**src/swld_pkg.sv**
```systemverilog
`timescale 1ns / 1ps

package swld_pkg;

    localparam int TIME_US_W  = 48;
    localparam int COUNT_W    = 32;
    localparam int PERIOD_W   = 24;
    localparam int RUN_W      = 4;
    localparam int CFG_IDX_W  = 2;

    localparam logic [PERIOD_W-1:0] MIN_PERIOD_RST   = 24'd800000;
    localparam logic [PERIOD_W-1:0] MAX_PERIOD_RST   = 24'd1200000;
    localparam logic [RUN_W-1:0]    LOCK_THRESH_RST  = 4'd3;
    localparam logic [PERIOD_W-1:0] LOSS_TIMEOUT_RST = 24'd1500000;

    typedef enum logic {
        CMD_EDGE  = 1'b0,
        CMD_QUERY = 1'b1
    } t_swld_cmd;

    typedef enum logic [CFG_IDX_W-1:0] {
        CFG_MIN_PERIOD   = 2'd0,
        CFG_MAX_PERIOD   = 2'd1,
        CFG_LOCK_THRESH  = 2'd2,
        CFG_LOSS_TIMEOUT = 2'd3
    } t_swld_cfg_index;

    typedef struct packed {
        logic                 command;
        logic [TIME_US_W-1:0] time_us;
    } t_swld_in;

    typedef struct packed {
        logic                 raw_valid;
        logic [TIME_US_W-1:0] edge_time_out;
        logic [COUNT_W-1:0]   edge_count_out;
        logic                 signal_present;
        logic                 locked_out;
    } t_swld_out;

    typedef struct packed {
        logic [PERIOD_W-1:0] min_period_us;
        logic [PERIOD_W-1:0] max_period_us;
        logic [RUN_W-1:0]    lock_threshold;
        logic [PERIOD_W-1:0] loss_timeout_us;
    } t_swld_cfg;

endpackage

```
**src/swld_cfg_regs.sv**
```systemverilog
`timescale 1ns / 1ps

module swld_cfg_regs (
    input  logic                                 i_clk,
    input  logic                                 i_rst_n,
    input  logic                                 i_cfg_valid,
    output logic                                 o_cfg_ready,
    input  logic [swld_pkg::CFG_IDX_W-1:0]       i_cfg_index,
    input  logic [swld_pkg::PERIOD_W-1:0]        i_cfg_data,
    output swld_pkg::t_swld_cfg                  o_cfg
);

    swld_pkg::t_swld_cfg r_cfg;
    swld_pkg::t_swld_cfg n_cfg;

    assign o_cfg_ready = 1'b1;
    assign o_cfg       = r_cfg;

    always_comb begin
        n_cfg = r_cfg;
        if (i_cfg_valid) begin
            unique case (swld_pkg::t_swld_cfg_index'(i_cfg_index))
                swld_pkg::CFG_MIN_PERIOD:   n_cfg.min_period_us   = i_cfg_data;
                swld_pkg::CFG_MAX_PERIOD:   n_cfg.max_period_us   = i_cfg_data;
                swld_pkg::CFG_LOCK_THRESH:
                    n_cfg.lock_threshold = i_cfg_data[swld_pkg::RUN_W-1:0];
                swld_pkg::CFG_LOSS_TIMEOUT: n_cfg.loss_timeout_us = i_cfg_data;
                default:                    n_cfg = r_cfg;
            endcase
        end
    end

    always_ff @(posedge i_clk) begin
        if (!i_rst_n) begin
            r_cfg.min_period_us   <= swld_pkg::MIN_PERIOD_RST;
            r_cfg.max_period_us   <= swld_pkg::MAX_PERIOD_RST;
            r_cfg.lock_threshold  <= swld_pkg::LOCK_THRESH_RST;
            r_cfg.loss_timeout_us <= swld_pkg::LOSS_TIMEOUT_RST;
        end else begin
            r_cfg <= n_cfg;
        end
    end

endmodule

```
**src/square_wave_lock_detector.sv**
```systemverilog
`timescale 1ns / 1ps
// Path: input register, one subtract and window compare, then the result register on o_out_word.
// Throughput: one word per cycle while the result is not held by i_out_stall.
//   While a result waits, the input register takes one more word, then o_in_stall
//   stays high until the waiting result is taken.
// Reset (i_rst_n low, synchronous): pipeline empty, edge history, run and lock cleared,
//   configuration back to its default window, threshold and timeout.

module square_wave_lock_detector #(
    parameter int TIME_WIDTH = 48
) (
    input  logic                            i_clk,
    input  logic                            i_rst_n,
    input  logic                            i_in_valid,
    output logic                            o_in_stall,
    input  swld_pkg::t_swld_in              i_in_word,
    output logic                            o_out_valid,
    input  logic                            i_out_stall,
    output swld_pkg::t_swld_out             o_out_word,
    input  logic                            i_cfg_valid,
    output logic                            o_cfg_ready,
    input  logic [swld_pkg::CFG_IDX_W-1:0]  i_cfg_index,
    input  logic [swld_pkg::PERIOD_W-1:0]   i_cfg_data
);

    // timebase is used modulo 2^TW
    localparam int TW = (TIME_WIDTH < swld_pkg::TIME_US_W) ? TIME_WIDTH : swld_pkg::TIME_US_W;

    swld_pkg::t_swld_cfg w_cfg;

    swld_cfg_regs u_cfg (
        .i_clk       (i_clk),
        .i_rst_n     (i_rst_n),
        .i_cfg_valid (i_cfg_valid),
        .o_cfg_ready (o_cfg_ready),
        .i_cfg_index (i_cfg_index),
        .i_cfg_data  (i_cfg_data),
        .o_cfg       (w_cfg)
    );

    logic                         r_in_valid;
    swld_pkg::t_swld_in           r_in_word;
    logic                         r_out_valid;
    swld_pkg::t_swld_out          r_out_word;

    logic [TW-1:0]                r_last_edge;
    logic [swld_pkg::COUNT_W-1:0] r_edge_total;
    logic                         r_edge_seen;
    logic [swld_pkg::RUN_W-1:0]   r_run;
    logic                         r_lock;

    logic [TW-1:0]                n_last_edge;
    logic [swld_pkg::COUNT_W-1:0] n_edge_total;
    logic                         n_edge_seen;
    logic [swld_pkg::RUN_W-1:0]   n_run;
    logic                         n_lock;
    swld_pkg::t_swld_out          n_out_word;

    logic                         w_advance;
    logic [TW-1:0]                w_now;
    logic [TW-1:0]                w_elapsed;
    logic                         w_good;
    logic                         w_present;

    assign w_advance   = r_in_valid && (!r_out_valid || !i_out_stall);
    assign o_in_stall  = r_in_valid && !w_advance;
    assign o_out_valid = r_out_valid;
    assign o_out_word  = r_out_word;

    assign w_now     = r_in_word.time_us[TW-1:0];
    assign w_elapsed = w_now - r_last_edge;
    assign w_good    = (w_elapsed >= TW'(w_cfg.min_period_us)) &&
                       (w_elapsed <= TW'(w_cfg.max_period_us));

    always_comb begin
        n_last_edge  = r_last_edge;
        n_edge_total = r_edge_total;
        n_edge_seen  = r_edge_seen;
        n_run        = r_run;
        n_lock       = r_lock;
        w_present    = 1'b0;
        if (r_in_word.command == swld_pkg::CMD_EDGE) begin
            if (r_edge_seen) begin
                if (!w_good) begin
                    n_run = '0;
                end else if (r_run < w_cfg.lock_threshold) begin
                    n_run = r_run + 1'b1;
                end
                n_lock = (n_run >= w_cfg.lock_threshold);
            end
            n_last_edge  = w_now;
            n_edge_total = r_edge_total + 1'b1;
            n_edge_seen  = 1'b1;
            // elapsed since this very edge is zero
            w_present    = (w_cfg.loss_timeout_us != '0);
        end else begin
            w_present = r_edge_seen && (w_elapsed < TW'(w_cfg.loss_timeout_us));
            if (!w_present) begin
                n_lock = 1'b0;
                n_run  = '0;
            end
        end
        n_out_word.raw_valid      = n_edge_seen;
        n_out_word.edge_time_out  = swld_pkg::TIME_US_W'(n_last_edge);
        n_out_word.edge_count_out = n_edge_total;
        n_out_word.signal_present = w_present;
        n_out_word.locked_out     = w_present && n_lock;
    end

    always_ff @(posedge i_clk) begin
        if (!i_rst_n) begin
            r_in_valid   <= 1'b0;
            r_out_valid  <= 1'b0;
            r_last_edge  <= '0;
            r_edge_total <= '0;
            r_edge_seen  <= 1'b0;
            r_run        <= '0;
            r_lock       <= 1'b0;
        end else begin
            if (!o_in_stall) begin
                r_in_valid <= i_in_valid;
            end
            if (w_advance) begin
                r_out_valid  <= 1'b1;
                r_last_edge  <= n_last_edge;
                r_edge_total <= n_edge_total;
                r_edge_seen  <= n_edge_seen;
                r_run        <= n_run;
                r_lock       <= n_lock;
            end else if (!i_out_stall) begin
                r_out_valid <= 1'b0;
            end
        end
    end

    always_ff @(posedge i_clk) begin
        if (i_in_valid && !o_in_stall) begin
            r_in_word <= i_in_word;
        end
        if (w_advance) begin
            r_out_word <= n_out_word;
        end
    end

    a_lock_needs_present: assert property (@(posedge i_clk) disable iff (!i_rst_n)
        r_out_valid |-> (!r_out_word.locked_out || r_out_word.signal_present))
        else $error("locked result without signal present");

    a_count_on_edge: assert property (@(posedge i_clk) disable iff (!i_rst_n)
        (w_advance && r_in_word.command == swld_pkg::CMD_EDGE)
        |=> (r_edge_total == $past(r_edge_total) + 1'b1))
        else $error("edge count did not step on an edge word");

    a_no_edge_no_count: assert property (@(posedge i_clk) disable iff (!i_rst_n)
        (r_out_valid && !r_out_word.raw_valid) |-> (r_out_word.edge_count_out == '0))
        else $error("edge count nonzero before any edge");

    a_stall_only_when_full: assert property (@(posedge i_clk) disable iff (!i_rst_n)
        o_in_stall |-> (r_in_valid && r_out_valid && i_out_stall))
        else $error("input stalled with room downstream");

endmodule
```
**config.mk**
```make
export PLATFORM = sky130hd
export DESIGN_NAME = square_wave_lock_detector
export DESIGN_NICKNAME = d
export VERILOG_FILES = /design/src/swld_pkg.sv /design/src/swld_cfg_regs.sv /design/src/square_wave_lock_detector.sv
export SDC_FILE = /design/constraint.sdc
export NUM_CORES = 1
export LEC_CHECK = 0
export ABC_CLOCK_PERIOD_IN_PS = 9050
export BUFFER_PORTS_ARGS = -buffer_cell sky130_fd_sc_hd__buf_4
export CAP_MARGIN = 0
export CORE_ASPECT_RATIO = 2
export CORE_MARGIN = 8
export CORE_UTILIZATION = 30
export DETAILED_ROUTE_END_ITERATION = 8
export PLACE_DENSITY = 0.44
export SETUP_SLACK_MARGIN = 0.05
export SYNTH_ARGS = -nofsm -noshare
export SYNTH_HDL_FRONTEND = slang
export SYNTH_SLANG_ARGS = --single-unit
```
**constraint.sdc**
```tcl
create_clock -name i_clk -period 9.05 [get_ports i_clk]
set_input_delay 1.3575 -clock i_clk [delete_from_list [all_inputs] [get_ports i_clk]]
set_output_delay 1.3575 -clock i_clk [all_outputs]
set_load 0.05 [all_outputs]
```
# == After elaboration in Yosys (flattened, before gate mapping) ==
# Cells that the tools add are included.
# classes
add_sub_neg,3
n_lt_le_gt_ge,5
eq_ne,5
mux,16
reduce_logical,19
# ops
op,count
$ge A48 B24 Y1,1
$le A48 B24 Y1,1
$lt A48 B24 Y1,1
$mux W48,1
$sub A48 B48 Y48,1
$add A32 B1 Y32 const B,1
$mux W32,1
$mux W4,7
$reduce_bool A24 Y1,1
$reduce_and A2 Y1,4
$mux W1,7
$logic_and A1 B1 Y1,6
$add A4 B1 Y4 const B,1
$eq A2 B2 Y1 const B,2
$ge A4 B4 Y1,1
$logic_not A1 Y1,4
$lt A4 B4 Y1,1
$reduce_and A3 Y1,1
$eq A2 B1 Y1 const B,1
$logic_not A2 Y1,1
$ne A2 B1 Y1 const B,1
$ne A2 B2 Y1 const B,1
$reduce_bool A2 Y1,1
$logic_or A1 B1 Y1,1
# totals
reg_bits,296
in_bits,80

# == Depth between registers and ports, before layout ==
# depth
word_depth,10
mapped_depth,31
depth_no_buf,31

# == By module ==
# A second synthesis with hierarchy kept.
# hier_totals
hier_cells,1766
hier_area_um2,16721.0
# by_module_without_submodules
mod,n_inst,cells_each,area_per_inst_um2,seq_area_each_um2
square_wave_lock_detector,1,1464,13700.6,5725.5
swld_cfg_regs,1,302,3020.4,1521.5

# == Worst setup path after synthesis ==
# Ideal clock, no wire load.
# synth_path
path_kind,reg-to-reg
startpoint,"register r_in_word, in the netlist w_now[1]"
endpoint,"register r_out_word, in the netlist o_out_word[0], data pin"
setup_ns,0.255
arrival_ns,4.988
required_time_ns,8.795
slack_ns,3.807
path_stages_with_launch,27
path_buffers,0
synth_period_minus_slack_ns,5.243
path_cell_list,edfxtp_1 ha_1 nor2b_1 o2111ai_1 a211oi_2 o21ai_0 nand2_1 xor2_1 ha_1 and3_1 and4_1 a221o_1 a211oi_1 o211a_1 a31o_2 inv_1 nor2_1 nand4b_1 a21o_1 ha_1 nand2b_1 a21o_1 a21o_1 a21oi_1 a211o_1 o21ai_1 and2_1
# synth_rtl
item,line,rtl
from (decl),square_wave_lock_detector.sv:42,swld_pkg::t_swld_in r_in_word;
from (signal assigned),square_wave_lock_detector.sv:138,r_in_word <= i_in_word;
to (signal assigned),square_wave_lock_detector.sv:141,r_out_word <= n_out_word;
to (decl),square_wave_lock_detector.sv:44,swld_pkg::t_swld_out r_out_word;

==> flow_summary.toml <==
[status]
status = "complete, no violations"

[routing]
vias = 14377
wl_met2_um = 31500
route.detailed.drc = 0
met1_length_um = 22200
top_layer = "met4"
drt_iter0_drc = 646
met3_wirelength_um = 1920
postRouteAntennaNets = 0
totalWireLength_um = 58700
vias_per_cell = 5.11
wire_per_inst_um = 20.8
drt-pass1-iter-count = 5

[sta]
tightest_slew_ns = 1.09
period_share_pct = 71.4
setup_tns_ns = 0
fmax_mhz = 155
layout_setup_ws_ns = 2.59
post-route-min-period_ns = 6.46
fin_skew_ns = 0.0156
rsz0062_at_grt = "no"
hold_viol_final = 0
setup_violations = 0
max-slew-margin-rel_pct = 26.9
slew_violations = 0

[final_layout]
final_cells = 2815
n_antenna_cell = 0
finalInstanceArea_um2 = 20500
drive_gt1_share_pct = 15.2
fin_nets = 2237
layout_common_cells = "nand2_1 (334), buf_4 (177), dfxtp_1 (164)"
fill_cells = 5974
syn2layout_area_growth_pct = 17.7
layout_commonest_cell = "nand2_1"

[critical_path]
worstPathMaxFanout = 8
cp.arrival_ns = 6.80
crit_type = "flop to flop"
crit_top_cell = "nor2_1"
cp_top_family = "compound AO/OA/AOI/OAI gates"
required_ns = 9.39
cp-start-kind = "flop"
path_buf_inv = 1
worstSetupEndpointType = "flop"
cp_slowest_stage_delay_ns = 0.56
cp_slowest_cell = "xor2_1"

[placed_design]
place_ws_ns = 2.55
dp_hpwl_um = 44500
gp_congestion = 0.947
portBuffers = 164
postPlaceCellArea_um2 = 19400
place_inst = 2759

[global_route]
grt_pass1_vias = 14924
grt_overflow = 0
grt_pass1_wl_um = 89300
grt_max_degree = 105
grt_use_total_pct = 17.2
antenna_found_initial = 0

[yosys]
ys_warn_count = 0
syn_area_um2 = 17500
synth_edf_count = 132
syn-num-nets = 2122
synthArstFlopShare_pct = 0
synth_top_cell_area_share_pct = 22.7
synth_flop_cell = "dfxtp_1"
syn_avg_cell_area_um2 = 9.12
yosys.area.top_type = "edfxtp_1"
ys_ff_latch = 296
ys_seq_area_share_pct = 41.5
yosysUniqueCellTypes = 90
syn_inst = 1914
synth.area.top_cells = "edfxtp_1 (23%), dfxtp_1 (19%), ha_1 (9.1%)"

[pwr]
p_leak_nw = 7.78
totalPowerFinal_mw = 3.72
p_per_area_nw_per_um2 = 181
peakVddDrop_mv = 0.126

[hold_path]
hp-class = "flop to flop"

[floorplanning]
core-area_um2 = 57900
num_rows = 125
die_h_um = 357
die_w_um = 187
io_pins = 166
die-area_um2 = 66600
initial_core_util_pct = 30.2

[clock_network]
cts_tree = "built"
htree_num_levels = 1
worst_skew_pair.late_latency_ns = 0.59
cts_hold_buf = 0
cts_resized = 0
cts-buffers-inserted = 30
clock_path_buffers = 3
post-cts-setup-buffers = 0
cts-root-buf = "clkbuf_16"
clock-sinks = 296
clkTransAtPathRegs_ns = 0.07

[job]
maxCapViolations = 0
-- worst paths after layout --
| check | startpoint | to | slack [ns] | cells after the start |
|---|---|---|---|---|
| setup / recovery | w_now[9] | o_out_word[0] | 2.59 | 28 |
| hold reg to reg | u_cfg.o_cfg[46] | u_cfg.o_cfg[46] | 0.47 | 2 |
| setup reg to reg | w_now[9] | o_out_word[0] | 2.59 | 28 |
| hold / removal | u_cfg.o_cfg[46] | u_cfg.o_cfg[46] | 0.47 | 2 |
-- worst register-to-register path, delay by kind of cell, from the launching register on --
kind	cells	cell delay (ns)
AOI/OAI and AO/OA	13	2.49
and+or+nand+nor	10	1.62
adders and majority gates	3	1.10
xor gates and xnor gates	1	0.56
DFF	1	0.39
buffers and inverters	1	0.05
-- cell families (layout without fill, tap and decap cells) --
| logic type | Yosys count | after routing | synth area share, % |
|---|---|---|---|
| and+or+nand+nor | 656 | 656 | 18.0 |
| other | 1 | 1 | 0.0215 |
| xor gates and xnor gates | 80 | 80 | 4.01 |
| muxes | 59 | 59 | 3.77 |
| DFF | 296 | 296 | 41.5 |
| adders and majority gates | 128 | 128 | 9.22 |
| buffers and inverters | 234 | 373 | 5.26 |
| AOI/OAI and AO/OA | 460 | 460 | 18.2 |
-- per-layer routing --
layer  vias to the layer above  track usage, %
li1                       7039               -
met1                      6876            17.7
met2                       326            33.3
met3                       136            2.13
met4                         0            9.23
met5                         -               0
-- final cells by class --
cell class,count,area [um^2],area share [%]
multi-input cells,1384,9310,45.3
flip-flops and latches,296,7250,35.3
repair buffers,177,1330,6.47
well taps,762,953,4.64
clock buffers,37,848,4.13
inverters,140,531,2.58
clock inverters,19,325,1.58
-- sequential cells by signal (all words and copies together), names as in the netlist --
register and flops:
w_now 48, r_edge_seen 1, o_out_word 83, r_run 4
r_in_word 1, r_lock 1, r_last_edge 48, r_in_valid 1
r_edge_total 32, o_out_valid 1, u_cfg.o_cfg 76
-- synth_stat cells, types with 31 or more instances --
cell type,number
nand2_1,335
dfxtp_1,164
inv_1,140
edfxtp_1,132
ha_1,127
a21boi_0,111
a21oi_1,92
nor2_1,83
clkbuf_1,66
o21ai_0,61
mux2_2,50
xnor2_1,49
nand4_1,48
o211ai_1,38
a21o_1,34
xor2_1,31
-- per-stage QoR --
stage                     utilization, %  hold WS (ns)
after global routing                35.5         0.493
after CTS                           35.5         0.474
after detailed placement            33.5         0.462
after floorplan                        -         0.443
final                               35.5         0.471
after global placement              33.5         0.455
-- power breakdown --
part           switching (mW)  leakage, nW  internal (mW)
Combinational           0.487         4.62          0.260
Sequential             0.0293         2.58           1.46
Clock                   0.572        0.578          0.919
Power figures use the tool's default switching activity.
